### src/hdl/mlds_pkg.sv
// Package of the multi-level DFS stack: sizes, field widths, command and status codes.
// Used by mlds_ctrl, the top level multi_level_dfs_stack, mlds_checker and tb_top; no dependencies.
package mlds_pkg;

  localparam int LEVELS      = 8;
  localparam int LEVEL_DEPTH = 256;
  localparam int VERTEX_BITS = 32;
  localparam int PATH_CAP    = 8;

  localparam int LVL_W   = $clog2(LEVELS);
  localparam int PTR_W   = $clog2(LEVEL_DEPTH);
  localparam int CNT_W   = $clog2(LEVEL_DEPTH + 1);
  localparam int ADDR_W  = LVL_W + PTR_W;
  localparam int RAM_DEPTH = 2 ** ADDR_W;
  localparam int USED_W  = $clog2(LEVELS + 1);
  localparam int CMP_W   = LVL_W + 2;

  localparam int CMD_W   = 4;
  localparam int LVLIN_W = 3;
  localparam int LOUT_W  = 4;
  localparam int ST_W    = 2;
  localparam int FILL_W  = 9;
  localparam int TOT_W   = 12;
  localparam int CFG_W   = 4;

  localparam logic [CFG_W-1:0]  CFG_RESET    = 4'd8;
  localparam logic [LOUT_W-1:0] APPEND_LEVEL = 4'd8;

  typedef enum logic [CMD_W-1:0] {
    CMD_PUSH_CUR  = 4'd0,
    CMD_PUSH_NEXT = 4'd1,
    CMD_UPDATE    = 4'd2,
    CMD_DELETE    = 4'd3,
    CMD_READ_TOP  = 4'd4,
    CMD_READ_PATH = 4'd5,
    CMD_DESCEND   = 4'd6,
    CMD_ASCEND    = 4'd7,
    CMD_STATUS    = 4'd8
  } cmd_t;

  typedef enum logic [ST_W-1:0] {
    ST_OK    = 2'd0,
    ST_FULL  = 2'd1,
    ST_EMPTY = 2'd2,
    ST_RANGE = 2'd3
  } status_t;

  // Declared from the highest bits down, so the vertex lands in the lowest bits.
  typedef struct packed {
    logic                   is_empty;
    logic [TOT_W-1:0]       states_total;
    logic [FILL_W-1:0]      level_fill;
    logic [LVLIN_W-1:0]     cur_level;
    status_t                status;
    logic [LOUT_W-1:0]      level_out;
    logic [VERTEX_BITS-1:0] vertex_out;
  } result_t;

endpackage

### src/hdl/mlds_ctrl.sv
// Command sequencer of the DFS stack: level fill counts, current level, result register.
// Depends on mlds_pkg; drives the vertex store built from mlds_ram.
module mlds_ctrl
  import mlds_pkg::*;
(
  input  logic                     clk,
  input  logic                     rst,
  input  logic                     in_valid,
  output logic                     in_ready,
  input  cmd_t                     in_cmd,
  input  logic [VERTEX_BITS-1:0]   in_vertex,
  input  logic [LVLIN_W-1:0]       in_level,
  input  logic [USED_W-1:0]        used_levels,
  output logic                     ram_we,
  output logic [ADDR_W-1:0]        ram_waddr,
  output logic [VERTEX_BITS-1:0]   ram_wdata,
  output logic [ADDR_W-1:0]        ram_raddr,
  input  logic [VERTEX_BITS-1:0]   ram_rdata,
  output logic                     out_valid,
  input  logic                     out_ready,
  output result_t                  out_res,
  output logic                     out_last
);

  typedef enum logic [2:0] {
    S_IDLE, S_EXEC, S_POP, S_RD, S_PATH, S_PRD, S_EMIT
  } state_t;

  state_t                 state;
  cmd_t                   cmd;
  logic [VERTEX_BITS-1:0] vtx;
  logic [LVLIN_W-1:0]     lv;
  logic [CNT_W-1:0]       cnt [LEVELS];
  logic [LVL_W-1:0]       cur;
  logic [LVL_W-1:0]       idx;
  logic [VERTEX_BITS-1:0] vo;
  logic [LOUT_W-1:0]      lo;
  status_t                st;
  logic                   last_r;
  logic                   path_on;

  logic                   can_next;
  logic [LVL_W-1:0]       nxt;
  logic [LVL_W-1:0]       tgt;
  logic                   full;
  logic                   lv_oor;
  logic [LVL_W-1:0]       lv_idx;
  logic [LVL_W-1:0]       rd_lvl;
  logic [PTR_W-1:0]       rd_ptr;
  logic [LVL_W-1:0]       path_end;
  logic [CNT_W-1:0]       pop_cnt;
  logic [TOT_W-1:0]       sum;
  logic [TOT_W-1:0]       total;

  assign nxt      = cur + LVL_W'(1);
  assign can_next = (CMP_W'(cur) + CMP_W'(1)) < CMP_W'(used_levels);
  assign tgt      = (cmd == CMD_PUSH_NEXT) ? nxt : cur;
  assign full     = cnt[tgt] == CNT_W'(LEVEL_DEPTH);
  assign lv_idx   = LVL_W'(lv);
  assign lv_oor   = (CMP_W'(lv) >= CMP_W'(used_levels)) || (int'(lv) >= LEVELS);
  assign rd_lvl   = (state == S_PATH) ? idx : lv_idx;
  assign rd_ptr   = cnt[rd_lvl][PTR_W-1:0] - PTR_W'(1);
  assign path_end = (CMP_W'(cur) < CMP_W'(PATH_CAP - 1)) ? cur : LVL_W'(PATH_CAP - 1);
  assign pop_cnt  = (cnt[cur] == '0) ? '0 : cnt[cur] - CNT_W'(1);

  assign in_ready  = (state == S_IDLE);
  assign ram_we    = (state == S_EXEC) && !full &&
                     ((cmd == CMD_PUSH_CUR) || ((cmd == CMD_PUSH_NEXT) && can_next));
  assign ram_waddr = {tgt, cnt[tgt][PTR_W-1:0]};
  assign ram_wdata = vtx;
  assign ram_raddr = {rd_lvl, rd_ptr};

  always_comb begin
    sum = '0;
    for (int i = 0; i < LEVELS; i++) begin
      if (LVL_W'(i) <= cur) begin
        sum = sum + TOT_W'(cnt[i]);
      end
    end
    total = (sum > TOT_W'(cur)) ? sum - TOT_W'(cur) : '0;
  end

  always_ff @(posedge clk) begin
    if (rst) begin
      state     <= S_IDLE;
      cur       <= '0;
      idx       <= '0;
      path_on   <= 1'b0;
      last_r    <= 1'b1;
      out_valid <= 1'b0;
      for (int i = 0; i < LEVELS; i++) begin
        cnt[i] <= '0;
      end
    end else begin
      if (out_ready && (state != S_EMIT)) begin
        out_valid <= 1'b0;
      end
      unique case (state)
        S_IDLE: begin
          if (in_valid) begin
            cmd   <= in_cmd;
            vtx   <= in_vertex;
            lv    <= in_level;
            state <= S_EXEC;
          end
        end
        S_EXEC: begin
          vo     <= '0;
          st     <= ST_OK;
          lo     <= LOUT_W'(cur);
          last_r <= 1'b1;
          state  <= S_EMIT;
          unique case (cmd) inside
            CMD_PUSH_CUR: begin
              if (full) begin
                st <= ST_FULL;
              end else begin
                cnt[cur] <= cnt[cur] + CNT_W'(1);
              end
            end
            CMD_PUSH_NEXT: begin
              if (!can_next) begin
                st <= ST_RANGE;
              end else begin
                lo <= LOUT_W'(nxt);
                if (full) begin
                  st <= ST_FULL;
                end else begin
                  cnt[nxt] <= cnt[nxt] + CNT_W'(1);
                end
              end
            end
            CMD_UPDATE, CMD_DELETE: begin
              if ((cmd == CMD_UPDATE) && can_next && (cnt[nxt] != '0)) begin
                cur <= nxt;
                lo  <= LOUT_W'(nxt);
              end else begin
                st    <= (cnt[cur] == '0) ? ST_EMPTY : ST_OK;
                state <= S_POP;
              end
            end
            CMD_READ_TOP: begin
              lo <= LOUT_W'(lv);
              if (lv_oor) begin
                st <= ST_RANGE;
              end else if (cnt[lv_idx] == '0) begin
                st <= ST_EMPTY;
              end else begin
                state <= S_RD;
              end
            end
            CMD_READ_PATH: begin
              idx     <= '0;
              path_on <= 1'b1;
              state   <= S_PATH;
            end
            CMD_DESCEND: begin
              if (!can_next) begin
                st <= ST_RANGE;
              end else begin
                cur <= nxt;
                lo  <= LOUT_W'(nxt);
              end
            end
            CMD_ASCEND: begin
              if (cur == '0) begin
                st <= ST_RANGE;
              end else begin
                cur <= cur - LVL_W'(1);
                lo  <= LOUT_W'(cur - LVL_W'(1));
              end
            end
            default: begin
            end
          endcase
        end
        S_POP: begin
          cnt[cur] <= pop_cnt;
          if ((pop_cnt != '0) || (cur == '0)) begin
            lo    <= LOUT_W'(cur);
            state <= S_EMIT;
          end else begin
            cur <= cur - LVL_W'(1);
          end
        end
        S_RD: begin
          vo    <= ram_rdata;
          state <= S_EMIT;
        end
        S_PATH: begin
          state <= S_PRD;
        end
        S_PRD: begin
          lo     <= LOUT_W'(idx);
          last_r <= 1'b0;
          if (cnt[idx] != '0) begin
            vo <= ram_rdata;
            st <= ST_OK;
          end else begin
            vo <= '0;
            st <= ST_EMPTY;
          end
          state <= S_EMIT;
        end
        S_EMIT: begin
          if (!out_valid || out_ready) begin
            out_valid                <= 1'b1;
            out_last                 <= last_r;
            out_res.vertex_out       <= vo;
            out_res.level_out        <= lo;
            out_res.status           <= st;
            out_res.cur_level        <= LVLIN_W'(cur);
            out_res.level_fill       <= FILL_W'(cnt[cur]);
            out_res.states_total     <= total;
            out_res.is_empty         <= (cur == '0) && (cnt[0] == '0);
            if (path_on) begin
              if (idx == path_end) begin
                vo      <= vtx;
                lo      <= APPEND_LEVEL;
                st      <= ST_OK;
                last_r  <= 1'b1;
                path_on <= 1'b0;
              end else begin
                idx   <= idx + LVL_W'(1);
                state <= S_PATH;
              end
            end else begin
              state <= S_IDLE;
            end
          end
        end
        default: begin
          state <= S_IDLE;
        end
      endcase
    end
  end

endmodule

### config.mk
export PLATFORM = sky130hd
export DESIGN_NAME = mlds_ctrl
export DESIGN_NICKNAME = d
export VERILOG_FILES = /design/src/hdl/mlds_pkg.sv /design/src/hdl/mlds_ctrl.sv
export SDC_FILE = /design/constraint.sdc
export NUM_CORES = 1
export LEC_CHECK = 0
export CAP_MARGIN = 5
export CORE_MARGIN = 4
export CORE_UTILIZATION = 50
export DETAILED_ROUTE_END_ITERATION = 12
export DONT_BUFFER_PORTS = 1
export HOLD_SLACK_MARGIN = 0.02
export SLEW_MARGIN = 40
export SYNTH_ARGS = -nofsm -noshare
export SYNTH_HDL_FRONTEND = slang
export SYNTH_SLANG_ARGS = --single-unit
### constraint.sdc
create_clock -name clk -period 16 [get_ports clk]
set_input_delay 2.4 -clock clk [delete_from_list [all_inputs] [get_ports clk]]
set_output_delay 2.4 -clock clk [all_outputs]
set_load 0.02 [all_outputs]
==> results of run 1 <==
-- worst max-delay path by stage --
stage                                 to  slack [ns]  cells past startpoint
6_report       out_res[51]$_SDFFCE_PP0P_        4.15                     52
3_3_place_gp   out_res[51]$_SDFFCE_PP0P_        4.38                     52
3_5_place_dp   out_res[51]$_SDFFCE_PP0P_        4.30                     52
4_1_cts        out_res[51]$_SDFFCE_PP0P_        4.24                     52
2_1_floorplan  out_res[50]$_SDFFCE_PP0P_        5.44                     55
5_1_grt        out_res[51]$_SDFFCE_PP0P_        3.06                     52
-- worst reg2reg max path, delay by kind of cell (launching register included) --
kind | cells | cell delay [ns]
flip-flops | 1 | 0.31
adder cells (fa/ha/maj) | 10 | 3.47
buffers and inverters | 2 | 0.36
AO/OA/AOI/OAI | 22 | 3.89
XOR/XNOR | 5 | 0.77
AND/OR/NAND/NOR | 13 | 2.79
-- power breakdown --
group	total [mW]	switching, mW	internal (mW)
logic	2.59	1.56	1.03
registers	0.875	0.0871	0.787
clock network	0.571	0.234	0.337
total	4.04	1.88	2.15
-- registers in the layout, indices dropped and copies added, names as in the netlist, 3 cells and up, named ones only --
signal     cells
vo            32
cur            3
lv             3
state          3
cmd            4
out_res       63
ram_wdata     32
idx            3
lo             4
cnt           72
-- synth_stat cells, types with 5 or more instances --
| cell type | count |
|---|---|
| fa_1 | 8 |
| xor2_1 | 24 |
| nor4_1 | 22 |
| or3_1 | 11 |
| a211oi_1 | 22 |
| buf_2 | 14 |
| mux2_2 | 13 |
| nand3b_1 | 10 |
| a31oi_1 | 12 |
| xnor2_1 | 37 |
| and2_1 | 12 |
| and3_1 | 17 |
| o2bb2ai_1 | 5 |
| o31a_1 | 8 |
| nand4_1 | 9 |
| o21a_1 | 19 |
| o21ai_0 | 90 |
| buf_1 | 8 |
| o22ai_1 | 10 |
| nor2b_1 | 23 |
| dfxtp_1 | 21 |
| mux2i_1 | 28 |
| a22o_1 | 35 |
| nand2b_1 | 33 |
| o31ai_1 | 8 |
| a21o_1 | 19 |
| mux4_2 | 43 |
| nor2_1 | 196 |
| nand2_1 | 208 |
| or2_2 | 7 |
| nor3_1 | 36 |
| inv_1 | 62 |
| a21boi_0 | 7 |
| o21bai_1 | 6 |
| a21oi_4 | 5 |
| o211ai_1 | 21 |
| a22oi_1 | 12 |
| a21oi_1 | 73 |
| or4_1 | 6 |
| edfxtp_1 | 213 |
| nand3_1 | 46 |
| clkbuf_1 | 44 |
| ha_1 | 86 |
| mux4_1 | 13 |
-- per-layer routing --
layer	GRT usage [%]	up-vias	wire [microns]	share of wire (%)
met5	0	-	0	0
met4	7.816	0	1721	3.3
met3	6.068	108	4670	8.9
met2	42.13	629	24130	46
met1	38.73	6713	21760	42
li1	-	6413	-	-
-- stage by stage --
stage	worst slack, ns	hold slack, ns	instance area, sq um	power, mW	utilization, %
final	4.149	0.4163	18390	4.035	54.70
after global placement	4.381	0.4007	17530	3.403	52.16
after floorplan	5.443	0.4003	17110	2.884	-
after CTS	4.245	0.4151	18370	4.029	54.65
after detailed placement	4.298	0.4045	17560	3.449	52.22
after global routing	3.056	0.4157	18390	4.376	54.69
-- final cells by class --
cell class,count,share of cell area [%]
Clock buffer,36,3.797
Clock inverter,10,0.6328
Multi-Input combinational cell,1335,53.14
Timing Repair Buffer,22,0.9186
Antenna cell,1,0.01361
Tap cell,448,3.048
Sequential cell,234,37.08
Inverter,67,1.368
-- kinds of logic (layout without fill, tap and decap cells) --
kind of cell	after synthesis	count (layout)
AND/OR/NAND/NOR	658	658
AO/OA/AOI/OAI	417	417
flip-flops	234	234
buffers and inverters	140	135
multiplexers	99	99
adder cells (fa/ha/maj)	96	96
XOR/XNOR	65	65
other	0	1
==> metrics.txt, run 1 <==
period utilization 74.07%; sum of negative setup slack 0 ns; total number of vias 13860; Hold Path Depth 0; #FFs+latches synth 234; area of the multi-input gates 9771 sq um; CP startpoint cur[1]$_SDFFE_PP0P_; die width 193.0 microns; P_leak 6.803 nW; number of max-cap violations 0; Die H 193.0 microns; synth-to-layout area growth 7.442%; PostCTS Resize Cnt 0; mapped cell area 17110 sq um; DR WL/cell 24.28 microns; # fillers 2910; XOR/XNOR share of the synthesized area 3.539%; Crit Path Class flip-flop to flip-flop; # DRC 0; RSZ-0062 raised after global routing no; CTS tree done; largest net degree at the start of global routing 65; number of setup buffers added after CTS 0; Routed WL 52.28 mm; critical path required time 16.24 ns; Adder-Cell Fraction of Synth Area 7.348%; synthesized instance count 1709; layout cell share with drive strength beyond 1 10.04%; Via density 6.439; largest family of logic cells by synthesized area simple AND/OR/NAND/NOR gates; Clock Pin Slew Worst Setup and Hold Paths 0.06 ns; Synth Area in Simple Gates 18.11%; FF-to-FF setup slack 4.15 ns; actual slew at the worst max-slew pin 0.7522 ns; Top FF cell, synth edfxtp_1; initial antenna violation count 0; 1st-iter DRT viols 1315; row count 67; Compound-Gate Fraction of Synth Area 17.32%; max incr delay on CP 0.61 ns; status finished, final reports clean; clock root buffer clkbuf_16; number of detailed-route iterations in the first pass 6; remaining antenna violation count 0; Peak Freq 84.38 MHz; Post-DP HPWL 39.68 mm; pwr/cell area 219.5 nW/um^2; Worst Hold Path EP out_res[26]$_DFFE_PP_; Synth top area share 37.37%; Post-synth ARST share 0%; H-tree depth 1; worst-case clock buffer depth 3; Worst Path Arrival 12.09 ns; dpl cells 2106; GR Util All Layers 27.19%; GRT overflow 0; worst clock skew 0.04092 ns; Netlist cell types 102; EDFF count, synth 213; min cycle time layout 11.85 ns; HP Class flip-flop to flip-flop; CP delay by family, top compound AO/OA/AOI/OAI gates; Most common cell on crit path ha_1; nets@finish 1859; die area 37250 sq um; leading post-synthesis cells by cell area edfxtp_1 37%, ha_1 6.3%, mux4_2 5.7%; critical path endpoint category flip-flop; vias in the first global route 12970; Skew-Pair Late Insertion Delay 0.55 ns; Initial Util 50.91%; Net Count, Synth 1882; Clock Sinks 234; Synth warnings 0; highest-count cells in the layout ignoring fill and taps 213 x edfxtp_1, 208 x nand2_1, 194 x nor2_1; input/output buffers 0; most common cell after layout, fill and taps aside edfxtp_1; Critical-path top delay cell nor4_4; CP bufs+invs 2; Rel. slew slack 49.32%; sequential area share after synthesis 39.83%; hold buffer count at cts 0; Reg2Reg Depth 52; startpoint type of the worst setup path flip-flop; hold wc startpoint vo[26]$_DFFE_PP_; Ports 200; Final setup viols 0; core area 33620 sq um; non-filler cells, final 2153; RePlAce Congestion 1.002; Worst R2R End out_res[51]$_SDFFCE_PP0P_; reg-to-reg startpoint cur[1]$_SDFFE_PP0P_; CP Max Fanout 12; CTS Buf Count 26; Avg Inst Size Synth 10.01 sq um; Peak VDD IR 0.0001316 V; mux share of post-synthesis cell area 10.35%; area leader, netlist edfxtp_1; global-route wire length before repair 77.45 mm; Final Slew Violations 0; Final Hold Fails 0; Sequential Area 6819 sq um
Note: power is estimated with default switching activity, not from simulation.
==> inputs of run 2 (changes only) <==
--- a/config.mk
+++ b/config.mk
@@ -11,6 +11,7 @@
 export DETAILED_ROUTE_END_ITERATION = 12
 export DONT_BUFFER_PORTS = 1
 export HOLD_SLACK_MARGIN = 0.02
+export PLACE_DENSITY = 0.68
 export SLEW_MARGIN = 40
 export SYNTH_ARGS = -nofsm -noshare
 export SYNTH_HDL_FRONTEND = slang
==> constraint.sdc (replaced) <==
create_clock -name clk -period 9.6 [get_ports clk]
set_input_delay 1.44 -clock clk [delete_from_list [all_inputs] [get_ports clk]]
set_output_delay 1.44 -clock clk [all_outputs]
set_load 0.02 [all_outputs]
==> metrics.txt, run 2 (same netlist as run 1, synthesis figures left out) <==
status finished with violations (was finished, final reports clean); failing checks negative setup slack; CP Depth 51 (was 52); largest net degree at the start of global routing 57 (was 65); GRT overflow 0 (unchanged); total power 7.763 mW (was 4.035 mW); nets@finish 1958 (was 1859); core area 33620 sq um (unchanged); sw frac 45.78% (was 46.67%); vias in the first global route 13870 (was 12970); HP Class flip-flop to flip-flop (unchanged); pre-CTS setup slack -0.2559 ns (was 4.298 ns); Via density 6.510 (was 6.439); actual slew at the worst max-slew pin 0.8148 ns (was 0.7522 ns); Peak VDD IR 0.0001923 V (was 0.0001316 V); P_leak 7.384 nW (was 6.803 nW); final core occ 58.62% (was 54.70%); Most common cell on crit path ha_4 (was ha_1); Reg2Reg Depth 51 (was 52); CP startpoint cur[1]$_SDFFE_PP0P_ (unchanged); Final setup viols 12 (was 0); CTS Buf Count 25 (was 26); input/output buffers 0 (unchanged); Worst setup endpoint out_res[50]$_SDFFCE_PP0P_ (was out_res[51]$_SDFFCE_PP0P_); largest reg by FF count cnt (unchanged); number of max-cap violations 0 (unchanged); placed cell area 18240 sq um (was 17560 sq um); DR WL/cell 24.06 microns (was 24.28 microns); max incr delay on CP 0.46 ns (was 0.61 ns); period utilization 101.3% (was 74.07%); Critical-path top delay cell or4_4 (was nor4_4); H-tree depth 1 (unchanged); CP delay by family, top simple AND/OR/NAND/NOR gates (was compound AO/OA/AOI/OAI gates); CTS tree done (unchanged); 1st-iter DRT viols 1838 (was 1315); sum of negative setup slack -1.305 ns (was 0 ns); part of the power in registers 18.7% (was 21.7%); RePlAce Congestion 1.021 (was 1.002); Clock Pin Slew Worst Setup and Hold Paths 0.07 ns (was 0.06 ns); layout cell share with drive strength beyond 1 19.68% (was 10.04%); Initial Util 50.91% (unchanged); pwr/cell area 393.9 nW/um^2 (was 219.5 nW/um^2); highest-count cells in the layout ignoring fill and taps 213 x edfxtp_1, 206 x nand2_1, 193 x nor2_1 (was 213 x edfxtp_1, 208 x nand2_1, 194 x nor2_1); clock root buffer clkbuf_16 (unchanged); synth-to-layout area growth 15.15% (was 7.442%); Die H 193.0 microns (unchanged); critical path endpoint category flip-flop (unchanged); CP Max Fanout 6 (was 12); Psw 3.554 mW (was 1.883 mW); critical path required time 9.88 ns (was 16.24 ns); die area 37250 sq um (unchanged); Int Power 4.209 mW (was 2.152 mW); most common cell after layout, fill and taps aside edfxtp_1 (unchanged); Min Hold Slack 0.4096 ns (was 0.4163 ns); max reg flops 72 (unchanged); Peak Freq 102.8 MHz (was 84.38 MHz); Clock Sinks 234 (unchanged); Post-DP HPWL 40.28 mm (was 39.68 mm); initial antenna violation count 1 (was 0); RSZ-0062 raised after global routing yes (was no); Skew-Pair Late Insertion Delay 0.54 ns (was 0.55 ns); Design Area, Final 19710 sq um (was 18390 sq um); non-filler cells, final 2252 (was 2153); Ports 200 (unchanged); remaining antenna violation count 0 (unchanged); biggest regs cnt x72, out_res x63 (unchanged); global-route wire length before repair 80.80 mm (was 77.45 mm); FF-to-FF setup slack -0.13 ns (was 4.15 ns); Worst R2R End out_res[50]$_SDFFCE_PP0P_ (was out_res[51]$_SDFFCE_PP0P_); slack of the critical path -0.1254 ns (was 4.149 ns); Rel. slew slack 45.31% (was 49.32%); row count 67 (unchanged); number of detailed-route iterations in the first pass 6 (unchanged); total number of vias 14660 (was 13860); Final Slew Violations 0 (unchanged); CP bufs+invs 5 (was 2); min cycle time layout 9.725 ns (was 11.85 ns); worst clock skew 0.01069 ns (was 0.04092 ns); reg-to-reg startpoint cur[1]$_SDFFE_PP0P_ (unchanged); Comb pwr share 68.8% (was 64.2%); Final Hold Fails 0 (unchanged); worst-case clock buffer depth 3 (unchanged); # diodes 0 (was 1); dpl cells 2162 (was 2106); Worst Path Arrival 10.01 ns (was 12.09 ns); GR Util All Layers 27.93% (was 27.19%); die width 193.0 microns (unchanged); clock network fraction of design power 12.4% (was 14.1%); # DRC 0 (unchanged); startpoint type of the worst setup path flip-flop (unchanged); Routed WL 54.19 mm (was 52.28 mm); Crit Path Class flip-flop to flip-flop (unchanged)
run 2: cell types whose count changed in the layout (fill, tap and decap cells not counted), sizes merged:
cell / before / now
diode: 1 / 0
buf: 22 / 122
clkinvlp: 0 / 3
inv: 63 / 64
clkinv: 12 / 10
clkbuf: 36 / 34
run 2: worst min-delay path by stage:
| stage | cells after the start | startpoint | slack (ns) | to |
|---|---|---|---|---|
| after floorplan | 0 | vo[0]$_DFFE_PP_ | 0.40 | out_res[0]$_DFFE_PP_ |
| after global routing | 0 | vo[4]$_DFFE_PP_ | 0.42 | out_res[4]$_DFFE_PP_ |
| after detailed placement | 0 | lo[0]$_DFFE_PP_ | 0.40 | out_res[32]$_DFFE_PP_ |
| after CTS | 0 | vo[16]$_DFFE_PP_ | 0.41 | out_res[16]$_DFFE_PP_ |
| after global placement | 0 | vo[10]$_DFFE_PP_ | 0.40 | out_res[10]$_DFFE_PP_ |
| final | 0 | vo[16]$_DFFE_PP_ | 0.41 | out_res[16]$_DFFE_PP_ |
run 2: power groups by stage:
stage | logic, mW | clock network [mW] | registers [mW]
finish | 5.34 | 0.966 | 1.46
global route | 5.82 | 1.02 | 1.46
CTS | 5.12 | 0.979 | 1.45
detailed placement | 4.75 | 0 | 1.47
global placement | 4.65 | 0 | 1.46
floorplan | 3.56 | 0 | 1.41
run 2: area by class of cell:
cell class              instances  area (sq um)
flip-flops and latches        234          6820
clock buffers                  34         689.4
repair buffers                122         935.9
inverters                      67         255.2
multi-input cells            1335         10310
well taps                     448         560.5
clock inverters                12         136.4
fillers                      2774         13910
run 2: repair_timing:
action | CTS | global route
pin swaps | 37 | 32
gates cloned | 1 | 0
hold buffers | 0 | 0
setup buffers | 39 | 4
gates resized for setup | 40 | 30
setup endpoints to repair | 12 | 12
run 2: metal layers:
| layer | GRT usage [%] | share of wire [%] | up-vias |
|---|---|---|---|
| met1 | 38.98 | 40 | 7090 |
| met3 | 4.753 | 9.3 | 165 |
| li1 | - | - | 6599 |
| met4 | 10.32 | 4.3 | 2 |
| met2 | 44.20 | 47 | 804 |
| met5 | 0 | 0.024 | - |
==> inputs of run 3 (changes only) <==
--- a/config.mk
+++ b/config.mk
@@ -5,6 +5,7 @@
 export SDC_FILE = /design/constraint.sdc
 export NUM_CORES = 1
 export LEC_CHECK = 0
+export ABC_AREA = 1
 export CAP_MARGIN = 5
 export CORE_MARGIN = 4
 export CORE_UTILIZATION = 50
==> metrics.txt, run 3 <==
CTS tree done (unchanged); max incr delay on CP 0.41 ns (was 0.46 ns); sequential area share after synthesis 38.68% (was 39.83%); area leader, netlist edfxtp_1 (unchanged); die area 38310 sq um (was 37250 sq um); HP Class flip-flop to flip-flop (unchanged); Post-DP HPWL 45.04 mm (was 40.28 mm); Synth top area share 36.30% (was 37.37%); Synth warnings 0 (unchanged); number of detailed-route iterations in the first pass 6 (unchanged); Reg2Reg Depth 57 (was 51); highest-count cells in the layout ignoring fill and taps 474 x nand2_1, 273 x inv_1, 226 x o21ai_0 (was 213 x edfxtp_1, 206 x nand2_1, 193 x nor2_1); die width 195.7 microns (was 193.0 microns); GRT overflow 0 (unchanged); clock root buffer clkbuf_16 (unchanged); Clock Pin Slew Worst Setup and Hold Paths 0.07 ns (about the same); pre-CTS setup slack 0.09898 ns (was -0.2559 ns); largest reg by FF count cnt (unchanged); GR Util All Layers 29.80% (was 27.93%); hold buffer count at cts 0 (unchanged); Avg Inst Size Synth 7.573 sq um (was 10.01 sq um); Ports 200 (unchanged); Most common cell on crit path nand2_1 (was ha_4); H-tree depth 1 (unchanged); synth-to-layout area growth 7.995% (was 15.15%); Rel. slew slack 42.36% (was 45.31%); Final Slew Violations 0 (unchanged); Post-synth ARST share 0% (unchanged); actual slew at the worst max-slew pin 0.8646 ns (was 0.8148 ns); DR WL/cell 21.43 microns (was 24.06 microns); Hold Path Depth 0 (unchanged); nets@finish 2473 (was 1958); Top FF cell, synth edfxtp_1 (unchanged); Crit Path Class flip-flop to flip-flop (unchanged); Worst Hold Path EP out_res[27]$_DFFE_PP_ (was out_res[16]$_DFFE_PP_); critical path endpoint category flip-flop (unchanged); hold wc startpoint vo[27]$_DFFE_PP_ (was vo[16]$_DFFE_PP_); status finished, final reports clean (was finished with violations); worst clock skew 0.03048 ns (was 0.01069 ns); slack of the critical path 0.7153 ns (was -0.1254 ns); core area 34630 sq um (was 33620 sq um); dpl cells 2725 (was 2162); Clock Sinks 234 (unchanged); CP Max Fanout 14 (was 6); synthesized instance count 2327 (was 1709); remaining antenna violation count 0 (unchanged); final core occ 54.96% (was 58.62%); mapped cell area 17620 sq um (was 17110 sq um); period utilization 92.55% (was 101.3%); Worst Path Arrival 9.19 ns (was 10.01 ns); Peak Freq 112.6 MHz (was 102.8 MHz); Netlist cell types 67 (was 102); Via density 6.017 (was 6.510); # diodes 0 (unchanged); leading post-synthesis cells by cell area edfxtp_1 36%, nand2_1 10%, o21ai_0 6.9% (was edfxtp_1 37%, ha_1 6.3%, mux4_2 5.7%); total number of vias 16690 (was 14660); number of max-cap violations 0 (unchanged); row count 68 (was 67); leading cell type by number of instances after synthesis nand2_1 (was edfxtp_1); non-filler cells, final 2774 (was 2252); CTS Buf Count 25 (unchanged); max reg flops 72 (unchanged); Initial Util 50.89% (was 50.91%); reg-to-reg startpoint cur[0]$_SDFFE_PP0P_ (was cur[1]$_SDFFE_PP0P_); RSZ-0062 raised after global routing yes (unchanged); Final setup viols 0 (was 12); RePlAce Congestion 1.006 (was 1.021); worst-case clock buffer depth 3 (unchanged); critical path required time 9.91 ns (was 9.88 ns); top cells by count, synth 476 x nand2_1, 274 x inv_1, 242 x o21ai_0 (was 213 x edfxtp_1, 208 x nand2_1, 196 x nor2_1); layout cell share with drive strength beyond 1 8.236% (was 19.68%); FF-to-FF setup slack 0.72 ns (was -0.13 ns); Routed WL 59.44 mm (was 54.19 mm); min cycle time layout 8.885 ns (was 9.725 ns); input/output buffers 0 (unchanged); initial antenna violation count 1 (unchanged); Final Hold Fails 0 (unchanged); Die H 195.7 microns (was 193.0 microns); Critical-path top delay cell fa_1 (was or4_4); Skew-Pair Late Insertion Delay 0.56 ns (was 0.54 ns); vias in the first global route 15450 (was 13870); #FFs+latches synth 234 (unchanged); Net Count, Synth 2500 (was 1882); Worst R2R End out_res[50]$_SDFFCE_PP0P_ (unchanged); most common cell after layout, fill and taps aside nand2_1 (was edfxtp_1); startpoint type of the worst setup path flip-flop (unchanged); global-route wire length before repair 89.44 mm (was 80.80 mm); # DRC 0 (unchanged); EDFF count, synth 213 (unchanged); largest net degree at the start of global routing 70 (was 57); 1st-iter DRT viols 1970 (was 1838); # fillers 3197 (was 2774); biggest regs cnt x72, out_res x63 (unchanged)
run 3: cell count changes in the layout (fill, tap and decap cells not counted), sizes merged, moves of 29 or more:
cell,change
o21ai,+172
xnor2,-32
inv,+230
a21oi,+130
nand2,+281
nand3,+157
buf,-95
mux4,-56
nand2b,-33
a22o,-35
mux2i,-29
run 3: repair_timing:
item | CTS | global route
buffers inserted | 0 | 2
endpoints found under the setup margin | 0 | 12
resized for setup | 0 | 42
run 3: how the worst max path moves through the flow:
stage                                    from                         to  cells after the start
after floorplan           cur[0]$_SDFFE_PP0P_  out_res[51]$_SDFFCE_PP0P_                     57
after global placement    cur[2]$_SDFFE_PP0P_  out_res[58]$_SDFFCE_PP0P_                     46
after detailed placement  cur[1]$_SDFFE_PP0P_  out_res[58]$_SDFFCE_PP0P_                     47
after CTS                 cur[1]$_SDFFE_PP0P_  out_res[58]$_SDFFCE_PP0P_                     47
after global routing      cur[0]$_SDFFE_PP0P_  out_res[52]$_SDFFCE_PP0P_                     59
final                     cur[0]$_SDFFE_PP0P_  out_res[50]$_SDFFCE_PP0P_                     57
run 3: worst max-delay path: cells and delay by family, from the launching register on:
kind                       cells  cell delay [ns]
buffers and inverters          8             0.64
AOI/OAI and AO/OA              8             1.04
xor gates and xnor gates       2             0.30
DFF                            1             0.34
adders and majority gates      8             2.53
and+or+nand+nor               31             3.72
run 3: cell type report:
cell class / instances / area (sq um) / area share [%]
timing repair buffer: 27 / 206.4 / 1.085
clock buffer: 38 / 714.4 / 3.754
tap: 455 / 569.3 / 2.991
clock inverter: 8 / 133.9 / 0.7035
inverter: 300 / 1139 / 5.983
multi-input combinational: 1712 / 9448 / 49.64
sequential: 234 / 6820 / 35.84
run 3: cells by family after synthesis:
kind of cell | Yosys count | share of synthesized area [%]
AOI/OAI and AO/OA | 576 | 18.30
xor gates and xnor gates | 46 | 2.329
adders and majority gates | 94 | 7.015
buffers and inverters | 382 | 8.577
DFF | 234 | 38.68
and+or+nand+nor | 995 | 25.10
run 3: layer usage:
metal	vias to the layer above	GRT usage [%]	part of all wire, %
li1	7901	-	-
met1	7793	41.72	42
met2	835	46.60	45
met3	158	5.513	9.4
met4	4	10.65	4.1
met5	-	0	0.049
run 3: per-stage QoR:
| step | setup TNS, ns | hold slack, ns | instance area, sq um |
|---|---|---|---|
| after floorplan | 0 | 0.4003 | 17620 |
| final | 0 | 0.4147 | 19030 |
| after CTS | 0 | 0.4175 | 18900 |
| after detailed placement | 0 | 0.4052 | 18050 |
| after global routing | -0.4574 | 0.4227 | 19030 |
| after global placement | 0 | 0.4002 | 18040 |
Power of run 3 is left out: the tool's default activity adds up to more than one toggle a clock period on the data nets, which glitch-free logic cannot reach.
